`config.mk`:
```
export PLATFORM = sky130hd
export DESIGN_NAME = ttfe_mac
export DESIGN_NICKNAME = d
export VERILOG_FILES = /design/src/sv/ttfe_pkg.sv /design/src/sv/ttfe_mac.sv
export SDC_FILE = /design/constraint.sdc
export NUM_CORES = 1
export LEC_CHECK = 0
export BUFFER_PORTS_ARGS = -buffer_cell sky130_fd_sc_hd__clkbuf_2
export CAP_MARGIN = 20
export CELL_PAD_IN_SITES_DETAIL_PLACEMENT = 1
export CELL_PAD_IN_SITES_GLOBAL_PLACEMENT = 1
export CORE_MARGIN = 2
export CORE_UTILIZATION = 45
export DETAILED_ROUTE_END_ITERATION = 16
export PLACE_DENSITY = 0.74
export REMOVE_ABC_BUFFERS = 1
export SKIP_CTS_REPAIR_TIMING = 1
export SLEW_MARGIN = 20
export SYNTH_ARGS = -nofsm -noshare
export SYNTH_HDL_FRONTEND = slang
export SYNTH_SLANG_ARGS = --single-unit
```
`constraint.sdc`:
```
create_clock -name i_clk -period 17.76 [get_ports i_clk]
set_input_delay 0 -clock i_clk [delete_from_list [all_inputs] [get_ports i_clk]]
set_output_delay 0 -clock i_clk [all_outputs]
set_load 0.1 [all_outputs]
```
`src/sv/ttfe_pkg.sv`:
```
// Shared types, widths and helpers for the two-tap feedback echo.
// No dependencies; every other file of the block imports this package.
package ttfe_pkg;

    localparam int SAMPLE_W = 16;
    localparam int DELAY_W  = 15;
    localparam int GAIN_W   = 16;
    localparam int COEF_W   = 16;
    localparam int MUL_W    = 17;
    localparam int PROD_W   = 2 * MUL_W;
    localparam int ACC_W    = PROD_W;
    localparam int Y_SHIFT  = 14;
    localparam int W_SHIFT  = 15;
    localparam int CFG_IDX_W  = 3;
    localparam int CFG_DATA_W = 16;

    typedef enum logic [CFG_IDX_W-1:0] {
        CFG_FIRST_DELAY  = 3'd0,
        CFG_SECOND_DELAY = 3'd1,
        CFG_GAIN         = 3'd2,
        CFG_B0           = 3'd3,
        CFG_B1           = 3'd4,
        CFG_B2           = 3'd5,
        CFG_A1           = 3'd6,
        CFG_A2           = 3'd7
    } t_cfg_reg;

    typedef struct packed {
        logic mul_en;
        logic acc_load;
        logic acc_add;
    } t_mac_ctl;

    function automatic logic signed [ACC_W-1:0] f_sext16(input logic signed [SAMPLE_W-1:0] v);
        return {{(ACC_W-SAMPLE_W){v[SAMPLE_W-1]}}, v};
    endfunction

    // Saturate a wide signed value to the 16-bit sample range.
    function automatic logic signed [SAMPLE_W-1:0] f_sat16(input logic signed [ACC_W-1:0] v);
        logic [ACC_W-SAMPLE_W:0] top_bits;
        top_bits = v[ACC_W-1:SAMPLE_W-1];
        if ((&top_bits) || !(|top_bits)) begin
            return v[SAMPLE_W-1:0];
        end else if (v[ACC_W-1]) begin
            return {1'b1, {(SAMPLE_W-1){1'b0}}};
        end else begin
            return {1'b0, {(SAMPLE_W-1){1'b1}}};
        end
    endfunction

endpackage

```
`src/sv/ttfe_mac.sv`:
```
// Shared 17x17 signed multiplier with a registered product and accumulator,
// plus the rounding and saturation of filter and feedback outputs. Uses ttfe_pkg.
module ttfe_mac (
    input  logic                                  i_clk,
    input  ttfe_pkg::t_mac_ctl                    i_ctl,
    input  logic signed [ttfe_pkg::MUL_W-1:0]     i_op_a,
    input  logic signed [ttfe_pkg::MUL_W-1:0]     i_op_b,
    output logic signed [ttfe_pkg::SAMPLE_W-1:0]  o_y,
    output logic signed [ttfe_pkg::SAMPLE_W-1:0]  o_w
);
    import ttfe_pkg::*;

    logic signed [PROD_W-1:0] r_prod;
    logic signed [ACC_W-1:0]  r_acc;
    logic signed [ACC_W-1:0]  y_round;
    logic signed [ACC_W-1:0]  w_round;

    always_ff @(posedge i_clk) begin
        if (i_ctl.mul_en) begin
            r_prod <= i_op_a * i_op_b;
        end
        if (i_ctl.acc_load) begin
            r_acc <= r_prod;
        end else if (i_ctl.acc_add) begin
            r_acc <= r_acc + r_prod;
        end
    end

    // Round half up, then floor-shift back to sample scale.
    assign y_round = (r_acc + ACC_W'(1 << (Y_SHIFT - 1))) >>> Y_SHIFT;
    assign w_round = (r_prod + PROD_W'(1 << (W_SHIFT - 1))) >>> W_SHIFT;
    assign o_y     = f_sat16(y_round);
    assign o_w     = f_sat16(w_round);

endmodule

```
---- After elaboration in Yosys (flattened, before gate mapping) ----
Cells that the tools add are included.
cells by class
  add/sub/neg operators ................... 3
  multipliers ............................. 1
  mux-type cells .......................... 6
  reductions and logical operators ........ 9
operators by type and width
  kind                      number
  $mux W34                  2
  $mux W16                  4
  $add A34 B15 Y34 const B  1
  $add A34 B16 Y34 const B  1
  $add A34 B34 Y34          1
  $mul A17 B17 Y34          1
  $reduce_and A5 Y1         1
  $reduce_or A5 Y1          1
  $reduce_and A4 Y1         1
  $reduce_or A4 Y1          1
  $logic_not A1 Y1          2
  $logic_or A1 B1 Y1        2
  $reduce_bool A2 Y1        1
storage, ports and cells
  register bits after elaboration ......... 68
  input bits .............................. 38
  output and inout bits ................... 32
  logic and storage cells ................. 21

---- Logic depth before layout (Yosys ltp) ----
  depth after elaboration ................. 5
  depth in mapped cells ................... 25
  depth with buffers taken out ............ 24

---- Worst setup path after synthesis ----
OpenSTA, ideal clock, no wires.
  kind .................................... input-to-reg
  from .................................... input i_op_b[8] (netlist name)
  to ...................................... register r_prod[33], data pin
  library setup time ...................... 260 ps
  arrival time ............................ 5,543 ps
  required time ........................... 17,500 ps
  slack ................................... 11,957 ps
  stages .................................. 23
  buffers on the path ..................... 2
  cell sequence ........................... clkbuf_1 clkbuf_1 nand2_1 fa_1 inv_1 fa_1 fa_1 fa_1 fa_1 inv_1 fa_1 inv_1 ha_1 a21o_1 a21o_1 a21oi_1 o21ai_0 a21oi_1 a21oi_1 o31ai_1 o21ai_1 a21oi_1 xnor2_1
on the way
  cells in the longest elaborated chain, start to end .. 1
ends and longest elaborated chain
  what                    RTL line        text
  start: declaration      ttfe_mac.sv:7   input logic signed [ttfe_pkg::MUL_W-1:0] i_op_b,
  $mul A17 B17 Y34        ttfe_mac.sv:20  r_prod <= i_op_a * i_op_b;
  end signal: assignment  ttfe_mac.sv:20
  end: declaration        ttfe_mac.sv:13  logic signed [PROD_W-1:0] r_prod;
Every way passes these cells.
A chain may end at the register's enable or synchronous reset.

---- Final worst setup path ----
  from .................................... input i_op_a[16] (netlist name)
  to ...................................... register r_prod[33], data pin
on the way
  cells in the longest elaborated chain, start to end .. 1
ends and longest elaborated chain
  what                RTL line        text
  start: declaration  ttfe_mac.sv:6   input logic signed [ttfe_pkg::MUL_W-1:0] i_op_a,
  $mul A17 B17 Y34    ttfe_mac.sv:20
Every way passes these cells.

==> results.json <==
{
  "synth_edf_count": 68,
  "rows": 68,
  "die_w_um": 190.3,
  "finalHoldViolCount": 0,
  "synthMuxAreaShare_pct": 0.2083,
  "cts_max_level": 3,
  "setup_tns_ps": 0,
  "relSlewSlack_pct": 39.38,
  "drt.antenna.violating_nets": 0,
  "slowest_stage": "fa_1",
  "min_period_ps": 5971,
  "clk_path_buf_depth": 2,
  "synthSimpleGateAreaFrac_pct": 15.25,
  "via_count": 11326,
  "yosysTopAreaCellShare_pct": 38.07,
  "crit_fanout": 17,
  "hold_path_end": "r_prod[0]",
  "end_kind": "flip-flop",
  "hp-class": "primary input to flip-flop",
  "grt_max_degree": 68,
  "final_max_slew_viol_count": 0,
  "synth_area_leaders": "fa_1 38%, edfxtp_1 13%, ha_1 9.6%",
  "yosys.area.top_type": "fa_1",
  "gp_congestion": 0.8916,
  "area_growth_syn_to_layout_pct": 6.425,
  "drcViolationCount": 0,
  "critPathRequiredTime_ps": 17830,
  "seq_area_frac_synth_pct": 13.07,
  "synth_area_sq_mm": 0.01562,
  "cts_num_sinks": 68,
  "postSynth.asyncResetShare_pct": 0,
  "layout-drive-gt1-share_pct": 6.254,
  "ff_latch_area_sq_mm": 0.002042,
  "tightest_slew_ps": 909.2,
  "synth_warnings": 0,
  "dr_wl_met3_um": 1622,
  "path_cells": "clkbuf_2 > nand2_1 > inv_1 > fa_1 > fa_1 > fa_1 > fa_1 > fa_1 > inv_1 > fa_1 > inv_1 > ha_1 > and3_1 > and3_1 > nand2_1 > or4_1 > a21oi_1 > o31ai_1 > o21ai_1 > a21oi_1 > xnor2_1",
  "cpMostUsedCell": "fa_1",
  "outcome": "completed",
  "start_kind": "primary input",
  "postRouteWirelength_um": 38730,
  "antenna_cells": 0,
  "rsz0062_at_grt": "false",
  "path_class": "primary input to flip-flop",
  "synth_most_common_cell": "inv_1",
  "wl_met2_um": 18310,
  "cts_root_buf": "clkbuf_16",
  "firstDrtPassIters": 5,
  "critPathMaxStageDelay_ps": 740,
  "antenna_found_initial": 0,
  "synth_top_family_by_area": "adder cells",
  "rrSetupSlack_ps": 14380,
  "dp_hpwl_um": 32530,
  "synth_compound_area_share_pct": 9.221,
  "ys_ff_latch": 68,
  "nFillCells": 4013,
  "core_area_sq_mm": 0.03437,
  "ios": 70,
  "maxUsedRoutingLayer": "met4",
  "worstReg2RegEnd": "r_acc[33]",
  "hold_start": "i_op_b[0]",
  "nNetsFinal": 2161,
  "setup_viol": 0,
  "start_util_pct": 45.44,
  "die-height_um": 190.3,
  "cap_violations": 0,
  "synthTopCellsByCount": "331 x inv_1, 297 x fa_1, 194 x nand2_1, 149 x and2_1, 120 x ha_1",
  "ys_types": 60,
  "cts_tree": "done",
  "grt_pass1_wl_um": 65370,
  "io_buffers": 69,
  "grt_pass1_vias": 12649,
  "die_area_sq_mm": 0.03621,
  "clock.fmax_mhz": 167.5,
  "ys.flop_type": "edfxtp_1",
  "min_delay_path_depth": 2,
  "clock_latency_ps": 340,
  "track_usage_pct": 22.69,
  "syn_area_per_cell_sq_um": 9.319,
  "synth_cells": 1676,
  "synth_adder_area_share_pct": 47.68,
  "crit_arrival_ps": 6050,
  "cts_made_buffers": 9,
  "via_per_inst": 5.229,
  "routedWlPerCell_um": 17.88,
  "crit-reg2reg-launch": "r_prod[1]",
  "multi_input_area_sq_mm": 0.01213,
  "grt_overflow": 0,
  "wl_met1_um": 18430,
  "finClkSkew_ps": 8.166,
  "clk_pin_slew_worst_paths_ps": 60,
  "fin_crit_sh_pct": 33.62,
  "synthXorXnorAreaFrac_pct": 5.327,
  "drt_iter0_markers": 582,
  "ff2ff_path_depth": 11
}
-- area by class of cell --
class,instances,share of cell area [%]
Inverter,331,7.475
Tap cell,455,3.425
Sequential cell,68,12.28
Multi-Input combinational cell,1226,73.00
Clock buffer,9,1.355
Clock inverter,7,0.3387
Timing Repair Buffer,70,2.123
-- sequential cells by signal (all words and copies together) (netlist names) --
signal  cells
r_acc      34
r_prod     34
-- per-stage QoR --
step / worst slack, ps / util (%) / area (sq um) / hold slack, ps / cells
2_1_floorplan: 12270 / - / 15420 / 112.5 / 1625
3_3_place_gp: 11580 / 47.54 / 16340 / 559.2 / 2150
3_5_place_dp: 11420 / 47.54 / 16340 / 561.9 / 2150
4_1_cts: 11790 / 48.36 / 16620 / 258.4 / 2166
5_1_grt: 11460 / 48.36 / 16620 / 292.7 / 2166
6_report: 11790 / 48.36 / 16620 / 274.3 / 2166
-- critical path, delay by kind of cell --
family / cells / cell delay, ps
AO/OA/AOI/OAI: 4 / 680
buffers and inverters: 4 / 450
adder cells (fa/ha/maj): 7 / 3560
XOR/XNOR: 1 / 120
AND/OR/NAND/NOR: 5 / 1220
-- placed cells by master, fill, tap and decap left out, types with 4 or more instances in the layout --
cell type  synthesis  final
edfxtp_1          68     68
nor2_1            43     43
and2_1           149    149
o21bai_1           7      7
nand3_1           23     23
clkbuf_2           0     69
o21ai_0           66     66
nand2b_1          15     15
xnor2_1           57     57
inv_1            331    331
a31oi_1            9      9
o21ai_1           30     30
nand4_1            9      9
ha_1             120    120
a211oi_1           4      4
or3_1              4      4
nor2b_1            6      6
nand2_1          194    194
a21o_1            28     28
and3_1            11     11
o211ai_1           5      5
o31ai_1            4      4
fa_1             297    297
clkbuf_16          0      9
xor2_1            38     38
a21oi_1           54     54
nor3_1             8      8
-- worst max path at each step --
stage | start | endpoint | cells after the start
2_1_floorplan | i_op_b[2] | r_prod[33] | 20
3_3_place_gp | i_op_b[2] | r_prod[33] | 21
3_5_place_dp | i_op_a[16] | r_prod[33] | 21
4_1_cts | i_op_a[16] | r_prod[33] | 21
5_1_grt | i_op_a[16] | r_prod[33] | 21
6_report | i_op_a[16] | r_prod[33] | 21
-- metal layers --
metal	GRT usage, %	vias up
li1	-	5276
met1	31.68	5825
met2	38.67	203
met3	2.705	22
met4	3.637	0
met5	0	-
-- cells by family after synthesis --
logic type / after synthesis
mux: 3
compound gates: 233
fa+ha+maj: 417
xor+xnor: 95
simple gates: 478
flops: 68
buf+inv: 382
Power is left out: the tool's default activity adds up to more than one toggle a clock period on the data nets, which glitch-free logic cannot reach.
