File: src/sv/ttfe_pkg.sv
// Shared types, widths and helpers for the two-tap feedback echo.
// No dependencies; every other file of the block imports this package.
package ttfe_pkg;

    localparam int SAMPLE_W = 16;
    localparam int DELAY_W  = 15;
    localparam int GAIN_W   = 16;
    localparam int COEF_W   = 16;
    localparam int MUL_W    = 17;
    localparam int PROD_W   = 2 * MUL_W;
    localparam int ACC_W    = PROD_W;
    localparam int Y_SHIFT  = 14;
    localparam int W_SHIFT  = 15;
    localparam int CFG_IDX_W  = 3;
    localparam int CFG_DATA_W = 16;

    typedef enum logic [CFG_IDX_W-1:0] {
        CFG_FIRST_DELAY  = 3'd0,
        CFG_SECOND_DELAY = 3'd1,
        CFG_GAIN         = 3'd2,
        CFG_B0           = 3'd3,
        CFG_B1           = 3'd4,
        CFG_B2           = 3'd5,
        CFG_A1           = 3'd6,
        CFG_A2           = 3'd7
    } t_cfg_reg;

    typedef struct packed {
        logic mul_en;
        logic acc_load;
        logic acc_add;
    } t_mac_ctl;

    function automatic logic signed [ACC_W-1:0] f_sext16(input logic signed [SAMPLE_W-1:0] v);
        return {{(ACC_W-SAMPLE_W){v[SAMPLE_W-1]}}, v};
    endfunction

    // Saturate a wide signed value to the 16-bit sample range.
    function automatic logic signed [SAMPLE_W-1:0] f_sat16(input logic signed [ACC_W-1:0] v);
        logic [ACC_W-SAMPLE_W:0] top_bits;
        top_bits = v[ACC_W-1:SAMPLE_W-1];
        if ((&top_bits) || !(|top_bits)) begin
            return v[SAMPLE_W-1:0];
        end else if (v[ACC_W-1]) begin
            return {1'b1, {(SAMPLE_W-1){1'b0}}};
        end else begin
            return {1'b0, {(SAMPLE_W-1){1'b1}}};
        end
    endfunction

endpackage

File: src/sv/ttfe_delay_mod.sv
// Holds both tap delays, each reduced modulo the line depth by a reciprocal
// multiplication in the cycle after it is written. Depends on ttfe_pkg.
module ttfe_delay_mod #(
    parameter int DEPTH = 32768
) (
    input  logic                              i_clk,
    input  logic                              i_rst_n,
    input  logic                              i_start,
    input  logic                              i_sel,
    input  logic [ttfe_pkg::DELAY_W-1:0]      i_value,
    output logic                              o_busy,
    output logic [$clog2(DEPTH)-1:0]          o_delay1,
    output logic [$clog2(DEPTH)-1:0]          o_delay2
);
    import ttfe_pkg::*;

    localparam int AW      = $clog2(DEPTH);
    localparam int REC_W   = DELAY_W + 2;
    localparam int PROD_DW = DELAY_W + REC_W;
    localparam int SHIFT   = DELAY_W + AW;
    // Rounded-up reciprocal of the depth; with this shift the quotient is exact
    // for every delay that fits in the delay field.
    localparam longint RECIP_L =
        ((longint'(1) << SHIFT) + longint'(DEPTH) - 1) / longint'(DEPTH);
    localparam logic [REC_W-1:0]   RECIP    = REC_W'(RECIP_L);
    localparam logic [DELAY_W-1:0] DEPTH_LO = DELAY_W'(DEPTH);

    typedef enum logic {RS_IDLE, RS_RUN} t_rstate;

    t_rstate              r_state;
    logic [DELAY_W-1:0]   r_val;
    logic [PROD_DW-1:0]   r_prod;
    logic                 r_sel;
    logic [DELAY_W-1:0]   quo;
    logic [DELAY_W-1:0]   rem;

    // The remainder is smaller than the depth and no larger than the delay, so it fits the delay width.
    assign quo = DELAY_W'(r_prod >> SHIFT);
    assign rem = r_val - quo * DEPTH_LO;

    always_ff @(posedge i_clk) begin
        if (!i_rst_n) begin
            r_state  <= RS_IDLE;
            o_delay1 <= AW'(1);
            o_delay2 <= AW'(1);
        end else begin
            case (r_state)
                RS_IDLE: begin
                    if (i_start) begin
                        r_val   <= i_value;
                        r_prod  <= i_value * RECIP;
                        r_sel   <= i_sel;
                        r_state <= RS_RUN;
                    end
                end
                RS_RUN: begin
                    if (r_sel) begin
                        o_delay2 <= AW'(rem);
                    end else begin
                        o_delay1 <= AW'(rem);
                    end
                    r_state <= RS_IDLE;
                end
                default: r_state <= RS_IDLE;
            endcase
        end
    end

    assign o_busy = (r_state == RS_RUN);

endmodule

File: config.mk
export PLATFORM = sky130hd
export DESIGN_NAME = ttfe_delay_mod
export DESIGN_NICKNAME = d
export VERILOG_FILES = /design/src/sv/ttfe_pkg.sv /design/src/sv/ttfe_delay_mod.sv
export SDC_FILE = /design/constraint.sdc
export NUM_CORES = 1
export LEC_CHECK = 0
export BUFFER_PORTS_ARGS = -buffer_cell sky130_fd_sc_hd__buf_4
export CAP_MARGIN = 20
export CORE_UTILIZATION = 35
export DETAILED_ROUTE_END_ITERATION = 12
export GPL_TIMING_DRIVEN = 0
export PLACE_DENSITY = 0.59
export SYNTH_ARGS = -nofsm -noshare
export SYNTH_HDL_FRONTEND = slang
export SYNTH_SLANG_ARGS = --single-unit
File: constraint.sdc
create_clock -name i_clk -period 2 [get_ports i_clk]
set_clock_uncertainty 0.15 [all_clocks]
set_input_delay 0.1 -clock i_clk [delete_from_list [all_inputs] [get_ports i_clk]]
set_output_delay 0.1 -clock i_clk [all_outputs]
set_load 0.02 [all_outputs]
After elaboration in Yosys (flattened, before gate mapping)
Index checks and enable logic that the tools add are counted.
- input port bits: 19
- logic and storage cells: 12
- register bits after elaboration: 47
- reduce and logical (&&, ||, !) cells: 3
- mux-type cells: 2
- bitwise operators: 2
- operators with widths (operator ; count):
    $reduce_and A2 Y1 ; 2
    $reduce_and A3 Y1 ; 1
    $not A1 Y1 ; 2
    $pmux W1 S2 ; 1
    $mux W1 ; 1

Depth between registers and ports, before layout
Gate-level depths: netlist of the first run.
- word-level depth: 2
- mapped depth: 4
- mapped depth without buffers: 2

Worst setup path before layout of the first run
OpenSTA, ideal clock, no wires.
- path type: input-to-reg
- from: in i_rst_n
- to: reg r_sel, enable pin
- required time: 1462 ps
- library setup time: 388 ps
- stages on the path: 4
- path buffers: 2
- slack: 243 ps
- data arrival time: 1219 ps
- cells stage by stage: buf_2 buf_2 nand2_1 nor2_1
- cells in the longest elaborated chain, start to end: 1
- RTL lines (element ; line ; RTL):
    start: declaration ; ttfe_delay_mod.sv:7 ; input logic i_rst_n,
    $reduce_and A3 Y1 (no line) ; n/a ;
    end signal: assignment ; ttfe_delay_mod.sv:52 ; r_sel <= i_sel;
    end: declaration ; ttfe_delay_mod.sv:33 ; logic r_sel;
No other way between the ends.
A chain may end at the register's enable or synchronous reset.

Worst setup path after layout of the first run
- from: in i_start
- to: reg r_val[3], enable pin
- cells in the longest elaborated chain, start to end: 1
- RTL lines (element ; line ; RTL):
    start: declaration ; ttfe_delay_mod.sv:8 ; input logic i_start,
    $reduce_and A3 Y1 (no line) ; n/a ;
    end signal: assignment ; ttfe_delay_mod.sv:50 ; r_val <= i_value;
    end: declaration ; ttfe_delay_mod.sv:31 ; logic [DELAY_W-1:0] r_val;
No other way between the ends.

==> results of run 1 <==
## path summary, 6_finish.rpt
kind,to,cells after the start
max,r_val[3],5
min,o_delay1[8],3
max reg2reg,r_val[3],2
min reg2reg,o_delay2[13],2
## metal layers
layer	GRT usage, %	share of wire [%]	vias up
met3	4.22	3.8	4
li1	-	-	602
met4	5.23	1.3	0
met1	17.1	41	561
met5	0	0	-
met2	27.9	54	31
## cell type report
type / count / area, sq um / area share, %
Tap cell: 52 / 65.1 / 2.73
Inverter: 2 / 7.51 / 0.314
Clock buffer: 7 / 86.3 / 3.62
Multi-Input combinational cell: 79 / 493 / 20.6
Sequential cell: 47 / 1100 / 46.1
Buffer: 9 / 87.6 / 3.67
Timing Repair Buffer: 66 / 542 / 22.7
Clock inverter: 1 / 5.00 / 0.210
## worst max-delay path: cells and delay by family
family                 cells  cell delay [ns]
buffers and inverters      3             0.87
AND/OR/NAND/NOR            2             0.63
## cell usage in the layout (no fill, tap or decap)
cell type,netlist,routed
nand2b_1,1,1
nor2_1,2,2
nand3_1,1,1
a31oi_1,1,1
edfxtp_1,16,16
o211ai_1,1,1
clkbuf_8,0,6
buf_12,2,2
nor4bb_1,1,1
and2_4,1,1
inv_1,2,2
buf_4,0,48
buf_2,5,5
dlygate4sd3_1,0,17
buf_6,2,3
mux2i_1,28,28
dfxtp_1,31,31
clkbuf_1,0,1
clkinv_2,0,1
nand2_1,43,43
## kinds of logic after synthesis
| kind of cell | synth area share, % |
|---|---|
| muxes | 16.6 |
| buffers and inverters | 5.63 |
| AOI/OAI and AO/OA | 0.815 |
| and+or+nand+nor | 11.8 |
| DFF | 65.2 |
## cells in the mapped netlist
library cell,n
o211ai_1,1
and2_4,1
mux2i_1,28
a31oi_1,1
nor2_1,2
nand2_1,43
inv_1,2
buf_2,5
nor4bb_1,1
buf_6,2
nand2b_1,1
buf_12,2
nand3_1,1
edfxtp_1,16
dfxtp_1,31
## registers in the layout, summed over array words and instances (netlist names)
register,flops
o_delay1,15
o_delay2,15
r_val,15
r_sel,1
o_busy,1
## per-stage QoR
step                      worst slack, ns  instances  hold slack, ns  utilization, %  setup TNS, ns
after floorplan                     0.243        137          0.0489               -              0
after global placement             -0.252        237           0.128            46.9          -4.02
after detailed placement           0.0131        238           0.129            47.2              0
after CTS                           0.235        263          0.0120            53.0              0
after global routing                0.128        263          0.0352            53.0              0
final                               0.260        263          0.0146            53.0              0
## power by group through the flow
stage,clock (mW),combinational (mW),sequential (mW)
2_1_floorplan,0,0.0652,1.08
3_3_place_gp,0,0.158,1.06
3_5_place_dp,0,0.165,1.06
4_1_cts,0.596,0.192,1.04
5_1_grt,0.638,0.203,1.04
6_report,0.570,0.189,1.04
==> flow_summary.yaml, run 1 <==
cts:
  clockRootBuffer: "clkbuf_8"
  postCtsSetupRepairBufs: 0
  cts_buffers: 5
  htreeDepth: 2
  clk_pin_slew_ns: 0.08
  clock_sinks: 47
  ctsHoldBuffers: 17
  cts_tree: "yes"
  clk_latency_ns: 0.29
  cts_resized: 0
  cts.path.max_buffers: 2
finish:
  drive_gt1_share_pct: 31.3
  area_growth_pct: 41.3
  fill_cells: 415
  nets: 229
  final_area_sq_um: 2390
  n_antenna_cell: 0
routing:
  vias: 1198
  wl_mm: 3.50
  drtIter0Drc: 41
  drt_pass1_iterations: 4
  postRouteAntennaNets: 0
  viasPerCell: 4.56
  drt_drc_violations_left: 0
  wl_per_cell_um: 13.3
timing:
  min_period_ns: 1.74
  finalSetupViolations: 0
  relSlewSlack_pct: 51.5
  worstMarginPinSlew_ns: 0.725
  rsz0062_at_grt: "no"
  hold_viol_final: 0
  fin_crit_sh_pct: 87.0
  final_max_slew_viol_count: 0
  fmax_ghz: 0.575
die:
  chipWidth_um: 71.5
  fp-row-count: 24
  start_util_pct: 37.5
  dieArea_sq_um: 5110
  ios: 50
  die_h_um: 71.5
  core_sq_um: 4500
logic_synthesis:
  syn_inst: 137
  syn_area_sq_um: 1690
  synth-seq-cells: 47
  synth_nets: 156
  yosysTopAreaCellShare_pct: 36.7
  synth_cell_types: 15
  netlist_top_cells_area: "dfxtp_1 (37%), edfxtp_1 (28%), mux2i_1 (17%)"
  synth_warnings: 0
  avgSynthCellArea_sq_um: 12.3
  yosysTopAreaCell: "dfxtp_1"
  ys_seq_area_share_pct: 65.2
critical_path:
  worst_path_max_delay_cell: "nor2_1"
  critPathLaunch: "i_start"
  crit_type: "in2reg"
  worst-r2r-setup-slack_ns: 0.36
  cp-end-kind: "flop"
  cp_max_fo: 9
  worst_setup_path_start_kind: "primary input"
  cpPeakStageDelay_ns: 0.57
  critical_path_arrival_ns: 1.59
  path_cells: "dlygate4sd3_1, buf_4, nand2_1, nor2_1, buf_6"
  cp.required_ns: 1.85
  r2r_start: "o_busy"
pwr:
  cellLeakagePower_nw: 1.08
  internal_power_mw: 1.40
  ir_worst_vdd_mv: 0.380
  power_mw: 1.79
  pwr-share-comb_pct: 10.5
  clock_power_share_pct: 31.7
  p_switching_mw: 0.396
  powerDensity_nw_per_um2: 752
  seq_power_share_pct: 57.7
  switching_share_pct: 22.0
grt:
  grt_pass1_wl_mm: 5.78
  overflow: 0
  grt_pass1_vias: 1270
  grtUsageTotal_pct: 15.3
  grt_max_degree: 15
  antenna_found_initial: 0
placed_design:
  post_dp_cell_area_sq_um: 2130
  place.detailed.hpwl_mm: 2.47
  io_buffers: 48
  place.gp.congestion: 0.714
hold_path:
  hold_path_class: "in2reg"
  hp-start: "i_rst_n"
status:
  status: "finished clean"
flow_run:
  max-cap-violations: 0
(Power assumes the default switching activity.)
==> run 2: changes to the inputs <==
--- a/config.mk
+++ b/config.mk
@@ -10,6 +10,7 @@
 export CORE_UTILIZATION = 35
 export DETAILED_ROUTE_END_ITERATION = 12
 export GPL_TIMING_DRIVEN = 0
+export HOLD_SLACK_MARGIN = 0.02
 export PLACE_DENSITY = 0.59
 export SYNTH_ARGS = -nofsm -noshare
 export SYNTH_HDL_FRONTEND = slang
==> run 2 against run 1 <==
Compared with the run above:
- non-clock buffer count rose by 2
- flip-flop and latch count did not move
- routed wire length rose by 2.1%
- first-iteration DRC count fell by 15%
- cell count rose by 0.76%
- via count rose by 0.17%
- worst hold slack improved by 0.082 ns
- sequential share of layout area fell by 0.38 points
- register-to-register slack barely moved
- maximum frequency rose by 0.21%
- setup slack improved by 0.0036 ns
- critical path depth did not move
==> flow_summary.yaml, run 2 (same netlist as run 1, synthesis figures left out) <==
timing:
  fmax_ghz: 0.576
  final_max_slew_viol_count: 0
  hold_viol_final: 0
  relSlewSlack_pct: 51.4
  fin_crit_sh_pct: 86.8
  finalSetupViolations: 0
  hold_ws_ns: 0.0966
  min_period_ns: 1.74
  worstMarginPinSlew_ns: 0.726
  rsz0062_at_grt: "no"
placed_design:
  place.gp.congestion: 0.714
  place.detailed.hpwl_mm: 2.47
  post_dp_cell_area_sq_um: 2130
  io_buffers: 48
critical_path:
  cp.required_ns: 1.86
  cp-end-kind: "flop"
  crit_type: "in2reg"
  critical_path_arrival_ns: 1.59
  cp_max_fo: 9
  worst_setup_path_start_kind: "primary input"
cts:
  htreeDepth: 2
  clk_latency_ns: 0.30
  postCtsSetupRepairBufs: 0
  clock_sinks: 47
  clockRootBuffer: "clkbuf_8"
  cts_tree: "yes"
  clk_pin_slew_ns: 0.08
  cts_buffers: 5
  cts.path.max_buffers: 2
routing:
  drt_drc_violations_left: 0
  wl_mm: 3.58
  drtIter0Drc: 35
  wl_per_cell_um: 13.5
  drt_pass1_iterations: 4
  viasPerCell: 4.53
  vias: 1200
  postRouteAntennaNets: 0
pwr:
  cellLeakagePower_nw: 1.09
  ir_worst_vdd_mv: 0.382
  powerDensity_nw_per_um2: 749
grt:
  grtUsageMet1_pct: 16.9
  overflow: 0
  grt_pass1_vias: 1280
  grtUsageTotal_pct: 15.4
  antenna_found_initial: 0
  grt_use_met3_pct: 4.22
  grtUsageMet2_pct: 28.8
  grt_max_degree: 15
  grt_pass1_wl_mm: 5.84
  grt-busiest-layer: "met2"
die:
  start_util_pct: 37.5
  die_h_um: 71.5
  dieArea_sq_um: 5110
  ios: 50
  fp-row-count: 24
  chipWidth_um: 71.5
  core_sq_um: 4500
finish:
  fill_cells: 413
  mostFrequentLayoutCells: "buf_4 (48), nand2_1 (43), dfxtp_1 (31), mux2i_1 (28), dlygate4sd3_1 (19)"
  n_antenna_cell: 0
  nets: 231
  regArea_sq_um: 1100
  top_regs: "o_delay1 (15), o_delay2 (15), r_val (15)"
  multi_input_area_sq_um: 493
  area_growth_pct: 42.5
  drive_gt1_share_pct: 31.0
  mostFrequentLayoutCell: "buf_4"
  final_area_sq_um: 2410
flow_run:
  max-cap-violations: 0
hold_path:
  hold_path_class: "in2reg"
status:
  status: "finished clean"
-- run 2: critical path, stage by stage --
cell and delay, ns:
dlygate4sd3_1 0.53, buf_4 0.10, nand2_1 0.06, nor2_1 0.57
buf_6 0.24
-- run 2: power breakdown --
group | internal (mW) | switching [mW]
logic | 0.102 | 0.0912
clock network | 0.279 | 0.296
registers | 1.02 | 0.0151
-- run 2: cell type report --
class / count / area share, %
repair buffers: 68 / 23.3
well taps: 52 / 2.70
plain buffers: 9 / 3.64
clock inverters: 1 / 0.208
flip-flops and latches: 47 / 45.7
multi-input cells: 79 / 20.5
clock buffers: 7 / 3.59
inverters: 2 / 0.312
-- run 2: stage by stage --
stage / instances / total power, mW / TNS [ns] / util [%] / worst slack, ns
4_1_cts: 265 / 1.83 / 0 / 53.4 / 0.235
5_1_grt: 265 / 1.89 / 0 / 53.4 / 0.128
2_1_floorplan: 137 / 1.15 / 0 / - / 0.243
6_report: 265 / 1.80 / 0 / 53.4 / 0.263
3_5_place_dp: 238 / 1.22 / 0 / 47.2 / 0.0131
3_3_place_gp: 237 / 1.22 / -4.02 / 46.9 / -0.252
-- run 2: worst paths after layout --
check | from | to | slack (ns) | cells past startpoint
worst max-delay path | i_start | r_val[3] | 0.26 | 5
worst min-delay path | i_rst_n | o_delay1[0] | 0.1 | 3
worst max register to register | o_busy | r_val[3] | 0.36 | 2
worst min register to register | o_delay2[13] | o_delay2[13] | 0.31 | 2
-- run 2: timing repair --
action | 4_1_cts | 5_1_grt
hold endpoints to repair | 20 | 0
hold buffers | 19 | 0
resized for setup | 0 | 0
-- run 2: routing by layer --
layer	vias to the layer above	part of all wire [%]
met5	-	0
met4	0	0.81
met3	2	4.0
met2	28	54
met1	565	41
li1	605	-
==> run 3: changes to the inputs <==
==> constraint.sdc (replaced) <==
create_clock -name i_clk -period 2.15 [get_ports i_clk]
set_clock_uncertainty 0.15 [all_clocks]
set_input_delay 0.1075 -clock i_clk [delete_from_list [all_inputs] [get_ports i_clk]]
set_output_delay 0.1075 -clock i_clk [all_outputs]
set_load 0.02 [all_outputs]
==> run 3 against run 2 <==
Compared with the run above:
- register-to-register slack better by 0.14 ns
- total power decreased by 7.0%
- setup slack better by 0.13 ns
- sequential share of layout area decreased by 0.56 points
- routed wire length is 1.1% higher
- cell area increased by 1.2%
- via count grew 0.25%
- cell count grew 1.1%
- critical path type unchanged
- largest cell class unchanged
- largest power group unchanged
==> flow_summary.yaml, run 3 (same netlist as run 1, synthesis figures left out) <==
routing:
  viasPerCell: 4.49
  postRouteAntennaNets: 0
  drt_pass1_iterations: 4
  vias: 1203
  wl_per_cell_um: 13.5
  drtIter0Drc: 40
  drt_drc_violations_left: 0
  wl_mm: 3.62
finish:
  multi_input_area_sq_um: 493
  mostFrequentLayoutCell: "buf_4"
  top_regs: "o_delay1 (15), o_delay2 (15), r_val (15)"
  n_antenna_cell: 0
  fill_cells: 414
  area_growth_pct: 44.3
  regArea_sq_um: 1100
  layout.cells.non_filler: 268
  drive_gt1_share_pct: 30.6
  nets: 234
  mostFrequentLayoutCells: "buf_4 (48), nand2_1 (43), dfxtp_1 (31), mux2i_1 (28), dlygate4sd3_1 (22)"
critical_path:
  critPathBufInv: 3
  cp-end-kind: "flop"
  r2r-end: "r_val[3]"
  r2r_start: "o_busy"
  worst-r2r-setup-slack_ns: 0.50
  cp.required_ns: 2.01
  worst_setup_path_start_kind: "primary input"
  worstRegToRegCells: 2
  worst_path_max_delay_cell: "nor2_1"
  cpPeakStageDelay_ns: 0.58
  crit_type: "in2reg"
  crit_family: "buffers and inverters"
  path_cells: "dlygate4sd3_1, buf_4, nand2_1, nor2_1, buf_6"
  cp_max_fo: 9
  critical_path_arrival_ns: 1.61
timing:
  hold_viol_final: 0
  relSlewSlack_pct: 50.5
  layout_setup_ws_ns: 0.394
  finalSetupViolations: 0
  rsz0062_at_grt: "no"
  fmax_ghz: 0.570
  worstMarginPinSlew_ns: 0.739
  fin_crit_sh_pct: 81.7
  final_max_slew_viol_count: 0
  min_period_ns: 1.76
cts:
  cts_buffers: 5
  htreeDepth: 2
  clock_sinks: 47
  cts.path.max_buffers: 2
  clk_latency_ns: 0.29
  clk_pin_slew_ns: 0.08
  cts_tree: "yes"
  clockRootBuffer: "clkbuf_8"
hold_path:
  hold_depth: 3
  min_to: "o_delay1[0]"
  hold_path_class: "in2reg"
  hp-start: "i_rst_n"
die:
  die_h_um: 71.5
  fp-row-count: 24
  core_sq_um: 4500
  ios: 50
  dieArea_sq_um: 5110
  chipWidth_um: 71.5
  start_util_pct: 37.5
grt:
  grt_pass1_vias: 1304
  overflow: 0
  grt_pass1_wl_mm: 5.95
  antenna_found_initial: 0
  grt_max_degree: 15
  grtUsageTotal_pct: 15.7
flow_run:
  max-cap-violations: 0
pwr:
  ir_worst_vdd_mv: 0.342
  cellLeakagePower_nw: 1.10
  powerDensity_nw_per_um2: 689
status:
  status: "finished clean"
placed_design:
  place.detailed.hpwl_mm: 2.47
  dp.cells: 238
  place.gp.congestion: 0.714
  pre_cts_ws_ns: 0.156
  io_buffers: 48
## run 3: changes by cell type in the layout (fill, tap and decap cells not counted)
cell,change
dlygate4sd3_1,+3
## run 3: what timing repair did
item / CTS / global route
endpoints found under the hold margin: 18 / 0
gates resized for setup: 0 / 0
hold buffers: 22 / 0
setup buffers: 0 / 0
## run 3: area by class of cell
type	count	area share [%]
Clock inverter	1	0.205
Tap cell	52	2.67
Multi-Input combinational cell	79	20.2
Clock buffer	7	3.54
Inverter	2	0.308
Sequential cell	47	45.2
Timing Repair Buffer	71	24.3
Buffer	9	3.59
## run 3: worst max path at each step
| stage | start | endpoint | cells after the start |
|---|---|---|---|
| finish | i_start | r_val[3] | 5 |
| global route | i_start | r_val[6] | 5 |
| CTS | i_start | r_val[3] | 5 |
| detailed placement | i_rst_n | r_val[2] | 5 |
| global placement | i_rst_n | r_val[1] | 4 |
| floorplan | i_rst_n | r_sel | 4 |
## run 3: routing by layer
| metal | GRT usage (%) | share of wire [%] | routed length, um | vias to the layer above |
|---|---|---|---|---|
| met5 | 0 | 0 | 0 | - |
| met4 | 5.23 | 0.69 | 25 | 0 |
| met3 | 4.22 | 4.4 | 158 | 2 |
| met2 | 29.6 | 54 | 1960 | 29 |
| met1 | 17.0 | 41 | 1470 | 562 |
| li1 | - | - | - | 610 |
## run 3: where the power goes
group | switching [mW] | internal, mW | total (mW)
Clock | 0.271 | 0.259 | 0.531
Sequential | 0.0142 | 0.950 | 0.964
Combinational | 0.0856 | 0.0980 | 0.184
Total | 0.371 | 1.31 | 1.68
## run 3: through the flow
| step | util (%) | instance area (sq um) | power [mW] | hold WS, ns | setup TNS, ns |
|---|---|---|---|---|---|
| after floorplan | - | 1690 | 1.07 | 0.0564 | 0 |
| after global placement | 46.9 | 2110 | 1.13 | 0.136 | -1.74 |
| after detailed placement | 47.2 | 2130 | 1.14 | 0.137 | 0 |
| after CTS | 54.1 | 2440 | 1.70 | 0.112 | 0 |
| after global routing | 54.1 | 2440 | 1.76 | 0.122 | 0 |
| final | 54.1 | 2440 | 1.68 | 0.127 | 0 |
## run 3: tightest hold or removal path: stages
cell      delay [ns]
buf_2           0.15
nor4bb_1        0.16
a31oi_1         0.12
